==> config.mk <==
export PLATFORM = sky130hd
export DESIGN_NAME = chs_ctrl
export DESIGN_NICKNAME = d
export VERILOG_FILES = /design/src/hdl/chs_pkg.sv /design/src/hdl/chs_ctrl.sv
export SDC_FILE = /design/constraint.sdc
export NUM_CORES = 1
export LEC_CHECK = 0
export ABC_CLOCK_PERIOD_IN_PS = 2720
export BUFFER_PORTS_ARGS = -buffer_cell sky130_fd_sc_hd__buf_2
export CAP_MARGIN = 20
export CORE_MARGIN = 1.5
export CORE_UTILIZATION = 56
export DETAILED_ROUTE_END_ITERATION = 7
export HOLD_SLACK_MARGIN = 0.08
export PLACE_DENSITY = 0.86
export SKIP_LAST_GASP = 1
export SLEW_MARGIN = 30
export SYNTH_ARGS = -nofsm -noshare
export SYNTH_HDL_FRONTEND = slang
export SYNTH_SLANG_ARGS = --single-unit
==> constraint.sdc <==
create_clock -name clk -period 2.72 [get_ports clk]
set_clock_uncertainty 0.05 [all_clocks]
set_input_delay 0.272 -clock clk [delete_from_list [all_inputs] [get_ports clk]]
set_output_delay 0.272 -clock clk [all_outputs]
set_load 0.01 [all_outputs]
==> src/hdl/chs_pkg.sv <==
// Shared types, constants and micro-operation codes of the chained hash set.
package chs_pkg;

  localparam int MAX_ENTRIES = 1024;
  localparam int MAX_BUCKETS = 256;
  localparam int NODE_W      = 10;
  localparam int LINK_W      = 11;
  localparam int BKT_W       = 8;
  localparam int LG_W        = 4;
  localparam int CNT_W       = 11;
  localparam int BCNT_W      = 9;
  localparam int KEY_W       = 32;
  localparam int POS_W       = 10;

  localparam logic [LG_W-1:0]   MAX_LG    = LG_W'(8);
  localparam logic [LINK_W-1:0] NIL       = LINK_W'(MAX_ENTRIES);
  localparam logic [KEY_W-1:0]  HASH_MULT = 32'd2654435766;

  localparam logic [2:0] CMD_INSERT = 3'd0;
  localparam logic [2:0] CMD_REMOVE = 3'd1;
  localparam logic [2:0] CMD_LOOKUP = 3'd2;
  localparam logic [2:0] CMD_READ   = 3'd3;
  localparam logic [2:0] CMD_CLEAR  = 3'd4;

  localparam logic [1:0] ST_OK   = 2'd0;
  localparam logic [1:0] ST_DUP  = 2'd1;
  localparam logic [1:0] ST_MISS = 2'd2;
  localparam logic [1:0] ST_FULL = 2'd3;

  typedef struct packed {
    logic [2:0]              command;
    logic signed [KEY_W-1:0] key;
    logic [BKT_W-1:0]        bucket_index;
    logic [POS_W-1:0]        chain_position;
  } req_t;

  typedef struct packed {
    logic [1:0]              status;
    logic signed [KEY_W-1:0] found_key;
    logic [BCNT_W-1:0]       bucket_count;
    logic [CNT_W-1:0]        element_count;
  } res_t;

  typedef enum logic [4:0] {
    UOP_NONE, UOP_LATCH, UOP_CLEAR, UOP_MUL_KEY, UOP_BKT, UOP_RD_HEAD, UOP_HEAD_CAP,
    UOP_RD_NODE, UOP_STEP_SEARCH, UOP_STEP_READ, UOP_TAKE_KEY, UOP_UNLINK,
    UOP_FREE_NODE, UOP_RD_FREE, UOP_ALLOC_FREE, UOP_ALLOC_FRESH, UOP_LINK_NEW,
    UOP_GROW_INIT, UOP_RD_OHEAD, UOP_GHEAD_CAP, UOP_NEXT_B, UOP_GROW_END,
    UOP_MUL_RD, UOP_BKT_G, UOP_RD_NHEAD, UOP_RELINK
  } uop_t;

  typedef struct packed {
    uop_t       uop;
    logic       fin;
    logic [1:0] status;
  } ctl_t;

  typedef struct packed {
    logic [2:0] cmd;
    logic       cur_nil;
    logic       key_match;
    logic       idx_eq;
    logic       bidx_ok;
    logic       pool_full;
    logic       free_avail;
    logic       grow_ok;
    logic       scan_last;
  } sts_t;

endpackage

==> src/hdl/chs_ctrl.sv <==
// Controller state machine sequencing the hash set micro-operations.
module chs_ctrl (
  input  logic          clk,
  input  logic          rst,
  input  logic          start,
  output logic          busy,
  input  chs_pkg::sts_t sts,
  output chs_pkg::ctl_t ctl
);

  typedef enum logic [18:0] {
    S_IDLE   = 19'b1 << 0,
    S_DISP   = 19'b1 << 1,
    S_BKT    = 19'b1 << 2,
    S_HEAD   = 19'b1 << 3,
    S_HCAP   = 19'b1 << 4,
    S_WALK   = 19'b1 << 5,
    S_WAITR  = 19'b1 << 6,
    S_FREE   = 19'b1 << 7,
    S_ALLOCF = 19'b1 << 8,
    S_LINK   = 19'b1 << 9,
    S_GCHK   = 19'b1 << 10,
    S_GHEAD  = 19'b1 << 11,
    S_GHCAP  = 19'b1 << 12,
    S_GWALK  = 19'b1 << 13,
    S_GMUL   = 19'b1 << 14,
    S_GBKT   = 19'b1 << 15,
    S_GNH    = 19'b1 << 16,
    S_GLINK  = 19'b1 << 17,
    S_FIN    = 19'b1 << 18
  } state_t;

  state_t     state, state_next;
  logic [1:0] st, st_next;

  assign busy = (state != S_IDLE);

  always_ff @(posedge clk) begin
    if (rst) begin
      state <= S_IDLE;
      st    <= chs_pkg::ST_OK;
    end else begin
      state <= state_next;
      st    <= st_next;
    end
  end

  always_comb begin
    state_next = state;
    st_next    = st;
    ctl.uop    = chs_pkg::UOP_NONE;
    ctl.fin    = 1'b0;
    ctl.status = st;
    unique case (state)
      S_IDLE: begin
        if (start) begin
          ctl.uop    = chs_pkg::UOP_LATCH;
          state_next = S_DISP;
        end
      end
      S_DISP: begin
        if (sts.cmd == chs_pkg::CMD_CLEAR) begin
          ctl.uop    = chs_pkg::UOP_CLEAR;
          st_next    = chs_pkg::ST_OK;
          state_next = S_FIN;
        end else if (sts.cmd == chs_pkg::CMD_READ) begin
          if (sts.bidx_ok) begin
            ctl.uop    = chs_pkg::UOP_RD_HEAD;
            state_next = S_HCAP;
          end else begin
            st_next    = chs_pkg::ST_MISS;
            state_next = S_FIN;
          end
        end else if (sts.cmd == chs_pkg::CMD_INSERT || sts.cmd == chs_pkg::CMD_REMOVE ||
                     sts.cmd == chs_pkg::CMD_LOOKUP) begin
          ctl.uop    = chs_pkg::UOP_MUL_KEY;
          state_next = S_BKT;
        end else begin
          st_next    = chs_pkg::ST_MISS;
          state_next = S_FIN;
        end
      end
      S_BKT: begin
        ctl.uop    = chs_pkg::UOP_BKT;
        state_next = S_HEAD;
      end
      S_HEAD: begin
        ctl.uop    = chs_pkg::UOP_RD_HEAD;
        state_next = S_HCAP;
      end
      S_HCAP: begin
        ctl.uop    = chs_pkg::UOP_HEAD_CAP;
        state_next = S_WALK;
      end
      S_WALK: begin
        if (!sts.cur_nil) begin
          ctl.uop    = chs_pkg::UOP_RD_NODE;
          state_next = S_WAITR;
        end else if (sts.cmd != chs_pkg::CMD_INSERT) begin
          st_next    = chs_pkg::ST_MISS;
          state_next = S_FIN;
        end else if (sts.pool_full) begin
          st_next    = chs_pkg::ST_FULL;
          state_next = S_FIN;
        end else if (sts.free_avail) begin
          ctl.uop    = chs_pkg::UOP_RD_FREE;
          state_next = S_ALLOCF;
        end else begin
          ctl.uop    = chs_pkg::UOP_ALLOC_FRESH;
          state_next = S_LINK;
        end
      end
      S_WAITR: begin
        if (sts.cmd == chs_pkg::CMD_READ) begin
          if (sts.idx_eq) begin
            ctl.uop    = chs_pkg::UOP_TAKE_KEY;
            st_next    = chs_pkg::ST_OK;
            state_next = S_FIN;
          end else begin
            ctl.uop    = chs_pkg::UOP_STEP_READ;
            state_next = S_WALK;
          end
        end else if (!sts.key_match) begin
          ctl.uop    = chs_pkg::UOP_STEP_SEARCH;
          state_next = S_WALK;
        end else if (sts.cmd == chs_pkg::CMD_REMOVE) begin
          ctl.uop    = chs_pkg::UOP_UNLINK;
          state_next = S_FREE;
        end else begin
          st_next    = (sts.cmd == chs_pkg::CMD_INSERT) ? chs_pkg::ST_DUP : chs_pkg::ST_OK;
          state_next = S_FIN;
        end
      end
      S_FREE: begin
        ctl.uop    = chs_pkg::UOP_FREE_NODE;
        st_next    = chs_pkg::ST_OK;
        state_next = S_FIN;
      end
      S_ALLOCF: begin
        ctl.uop    = chs_pkg::UOP_ALLOC_FREE;
        state_next = S_LINK;
      end
      S_LINK: begin
        ctl.uop    = chs_pkg::UOP_LINK_NEW;
        state_next = S_GCHK;
      end
      S_GCHK: begin
        st_next = chs_pkg::ST_OK;
        if (sts.grow_ok) begin
          ctl.uop    = chs_pkg::UOP_GROW_INIT;
          state_next = S_GHEAD;
        end else begin
          state_next = S_FIN;
        end
      end
      S_GHEAD: begin
        ctl.uop    = chs_pkg::UOP_RD_OHEAD;
        state_next = S_GHCAP;
      end
      S_GHCAP: begin
        ctl.uop    = chs_pkg::UOP_GHEAD_CAP;
        state_next = S_GWALK;
      end
      S_GWALK: begin
        if (!sts.cur_nil) begin
          ctl.uop    = chs_pkg::UOP_RD_NODE;
          state_next = S_GMUL;
        end else if (sts.scan_last) begin
          ctl.uop    = chs_pkg::UOP_GROW_END;
          state_next = S_FIN;
        end else begin
          ctl.uop    = chs_pkg::UOP_NEXT_B;
          state_next = S_GHEAD;
        end
      end
      S_GMUL: begin
        ctl.uop    = chs_pkg::UOP_MUL_RD;
        state_next = S_GBKT;
      end
      S_GBKT: begin
        ctl.uop    = chs_pkg::UOP_BKT_G;
        state_next = S_GNH;
      end
      S_GNH: begin
        ctl.uop    = chs_pkg::UOP_RD_NHEAD;
        state_next = S_GLINK;
      end
      S_GLINK: begin
        ctl.uop    = chs_pkg::UOP_RELINK;
        state_next = S_GWALK;
      end
      S_FIN: begin
        ctl.fin    = 1'b1;
        state_next = S_IDLE;
      end
      default: state_next = S_IDLE;
    endcase
  end

endmodule

Word-level counts from Yosys, hierarchy flattened
Index checks and enable logic that the tools add are counted.
W data, S select, Z words.
{"block": "word_totals", "inputBits": 14, "ff_bits": 21, "out_inout_bits": 9, "wordCells": 90}
{"block": "op_classes", "n_mux": 48, "n_reduce_logical": 8, "eq_ne": 32}
{"cell": "$pmux W19 S17", "count": 1}
{"cell": "$mux W19", "count": 15}
{"cell": "$pmux W5 S18", "count": 1}
{"cell": "$mux W2", "count": 14}
{"cell": "$mux W5", "count": 5}
{"cell": "$mux W4", "count": 5}
{"cell": "$eq A19 B1 Y1 const B", "count": 1}
{"cell": "$eq A19 B10 Y1 const B", "count": 1}
{"cell": "$eq A19 B11 Y1 const B", "count": 1}
{"cell": "$eq A19 B12 Y1 const B", "count": 1}
{"cell": "$eq A19 B13 Y1 const B", "count": 1}
{"cell": "$eq A19 B14 Y1 const B", "count": 1}
{"cell": "$eq A19 B15 Y1 const B", "count": 1}
{"cell": "$eq A19 B16 Y1 const B", "count": 1}
{"cell": "$eq A19 B17 Y1 const B", "count": 1}
{"cell": "$eq A19 B18 Y1 const B", "count": 1}
{"cell": "$eq A19 B19 Y1 const B", "count": 1}
{"cell": "$eq A19 B2 Y1 const B", "count": 1}
{"cell": "$eq A19 B3 Y1 const B", "count": 1}
{"cell": "$eq A19 B4 Y1 const B", "count": 1}
{"cell": "$eq A19 B5 Y1 const B", "count": 1}
{"cell": "$eq A19 B6 Y1 const B", "count": 1}
{"cell": "$eq A19 B7 Y1 const B", "count": 1}
{"cell": "$eq A19 B8 Y1 const B", "count": 1}
{"cell": "other kinds (18)", "count": 29}

Longest topological paths before layout
{"block": "depth", "depth_word": 7, "depth_mapped": 8, "depth_no_buf": 6}

Worst setup path after synthesis
Ideal clock, no wire load.
{"block": "synth_path", "kind": "flip-flop to output port", "startpoint": "register state[8]", "endpoint": "output port ctl[4] (netlist bit)", "n_path_buf": 2, "stages_incl_launch_ff": 9, "setup_slack_ns": 0.431, "t_required_ns": 2.398, "arrival_ns": 1.967, "path_cell_list": "dfxtp_1 or4_1 buf_2 nor4_4 and4b_1 buf_2 nor2_1 o22ai_1 or3b_1"}
{"element": "from (decl)", "line": "chs_ctrl.sv:33", "text": "state_t state, state_next;"}
{"element": "from (signal assigned)", "line": "chs_ctrl.sv:43", "text": "state <= state_next;"}
{"element": "to (decl)", "line": "chs_ctrl.sv:8", "text": "output chs_pkg::ctl_t ctl"}

==> qor.csv <==
metric,value,unit
final_cells,252,
violations,negative setup slack,
via_count,1806,
synth_edf_count,0,
cp.arrival,2480,ps
period_needed,2804,ps
cpMaxStageDelayCell,or4_4,
synth_area_per_cell,7.839,µm²
cts.path.max_buffers,2,
p_leak,0.0007592,µW
outcome,"complete, but fails checks",
drc_errors,0,
hp-class,in2reg,
synthDistinctLibCells,56,
dr.pass1.iters,5,
io_pins,23,
layout_common_cells,"nor2_1 (29), buf_2 (22), dfxtp_1 (16), nand2_1 (15)",
setup_viol,1,
synth-seq-cells,21,
synth_cells,196,
syn-num-nets,210,
coreArea,2545,µm²
max_stage_delay,630,ps
ir_worst_vdd,0.3710,mV
synth_async_sr_flop_share,0,
cp-end-kind,primary output,
cp_data_required_time,2400,ps
post-route-period-util,1.031,
place.gp.congestion,1.007,
min_from,rst,
fmaxAchievable,0.3566,GHz
grt_first_pass_wirelength,7.314,mm
wl_per_cell,20.07,µm
holdWs,81.06,ps
relSlewSlack,0.5612,
path_class,reg2out,
hold_buffers,0,
worst_pin_slew,641.6,ps
synth_area,1536,µm²
critical-path-top-delay-family,simple AND/OR/NAND/NOR gates,
clock-sinks,21,
placedCellCount,243,
power_density,356.5,nW/µm²
die-area,3067,µm²
first_global_vias,1569,
die_h,55.38,µm
gr-total-overflow,0,
syn2layout_area_growth,19.38,%
use_met2,0.4762,
hold_viol,0,
grt_max_degree,19,
path_buf_inv,1,
ys_seq_area_frac,0.2736,
grt_usage,0.3022,
start_util,0.6037,
cpMostUsedCell,or4_4,
grtUsageMet1,0.3725,
portBuffers,22,
maxCapViolCount,0,
viasPerCell,7.167,
dp_hpwl,3.565,mm
cts_tree,built,
row_count,18,
layout_commonest_cell,nor2_1,
crit_fanout,6,
routed_wl,5.058,mm
nets,237,
report.final.slew_viol_count,0,
start_kind,register,
drt_iter0_markers,175,
cts.htree.levels,1,
drive_gt1_frac,0.2883,
rsz0062_at_grt,yes,
die_w,55.38,µm
numCtsBuffers,3,
grt_use_met3,0.05621,
busiest_layer,met2,
path_cells,or4_4 > or4_4 > o22ai_2 > nor3_1 > or3b_1 > buf_2,
ys.flop_type,dfxtp_1,
worstReg2RegStart,state[12],
clkTransAtPathRegs,130,ps
antenna_found_initial,0,
clockRootBuffer,clkbuf_4,
insertion_delay,330,ps
synth_warnings,0,
setup_slack,-84.27,ps
antenna_left,0,
worstSetupStartpoint,state[8],
diodes,0,
cell type report:
cell class	count	area, µm²
inverter	3	11.26
fill	205	710.7
multi-input combinational	162	1142
timing repair buffer	32	185.2
sequential	21	431.7
tap	30	37.54
clock buffer	4	26.28
Yosys cell counts (3+ instances only):
master | count | area (µm²)
nor4_4 | 3 | 63.81
nor4_1 | 6 | 37.54
nor3_1 | 11 | 55.05
and4_1 | 3 | 26.28
o21ai_0 | 3 | 15.01
nor2_1 | 31 | 116.4
nand2_1 | 17 | 63.81
nand3_1 | 10 | 50.05
clkbuf_1 | 6 | 22.52
inv_1 | 3 | 11.26
nor2b_1 | 3 | 18.77
nand2b_1 | 3 | 18.77
buf_2 | 3 | 15.01
nand4_1 | 5 | 31.28
nand3b_1 | 3 | 22.52
nand4b_1 | 5 | 43.79
nor4b_1 | 4 | 35.03
dfxtp_1 | 21 | 420.4
a21oi_1 | 6 | 30.03
or4_1 | 4 | 30.03
metrics by stage:
| stage | setup slack (ps) | util | instance area [µm²] | setup TNS, ps | total power [µW] |
|---|---|---|---|---|---|
| floorplan | 430.9 | - | 1536 | 0 | 421.2 |
| global placement | 233.7 | 0.6588 | 1677 | 0 | 471.6 |
| detailed placement | 187.7 | 0.6588 | 1677 | 0 | 472.8 |
| CTS | -53.59 | 0.6814 | 1734 | -84.47 | 637.8 |
| global route | -128.9 | 0.7207 | 1834 | -248.2 | 670.8 |
| finish | -84.27 | 0.7207 | 1834 | -84.27 | 653.9 |
registers in the layout, indices dropped and copies added, names as in the netlist:
register	count
state	19
st	2
final timing paths:
kind	endpoint	slack (ps)	cells after the start
hold reg to reg	st[0]	490	2
hold / removal	st[0]	80	2
setup / recovery	ctl[4]	-80	6
setup reg to reg	st[0]	150	7
metal layers:
metal  routed length, µm  up-vias
met1                1852      810
met3                 571       45
li1                    -      794
met5                   0        -
met4                 369        0
met2                2264      157
timing repair:
action,CTS,global route
gates cloned,0,0
setup buffers,1,4
pin swaps,1,13
setup endpoints to repair,4,5
gates resized for setup,6,19
kinds of logic after synthesis:
family	share of synthesized area
and+or+nand+nor	0.4959
muxes	0.006515
AOI/OAI and AO/OA	0.1580
adders and majority gates	0.006515
DFF	0.2736
xor gates and xnor gates	0.02281
buffers and inverters	0.03664
power by group:
group / internal [µW] / switching (µW)
Combinational: 71.8 / 98.3
Sequential: 311 / 8.88
Clock: 57.6 / 106
worst register-to-register path, delay by kind of cell (launching register included):
family,cells,cell delay (ps)
simple gates,4,1160
compound gates,1,610
flops,1,390
buf+inv,1,170
mux,1,160
Note: power is estimated with default switching activity, not from simulation.
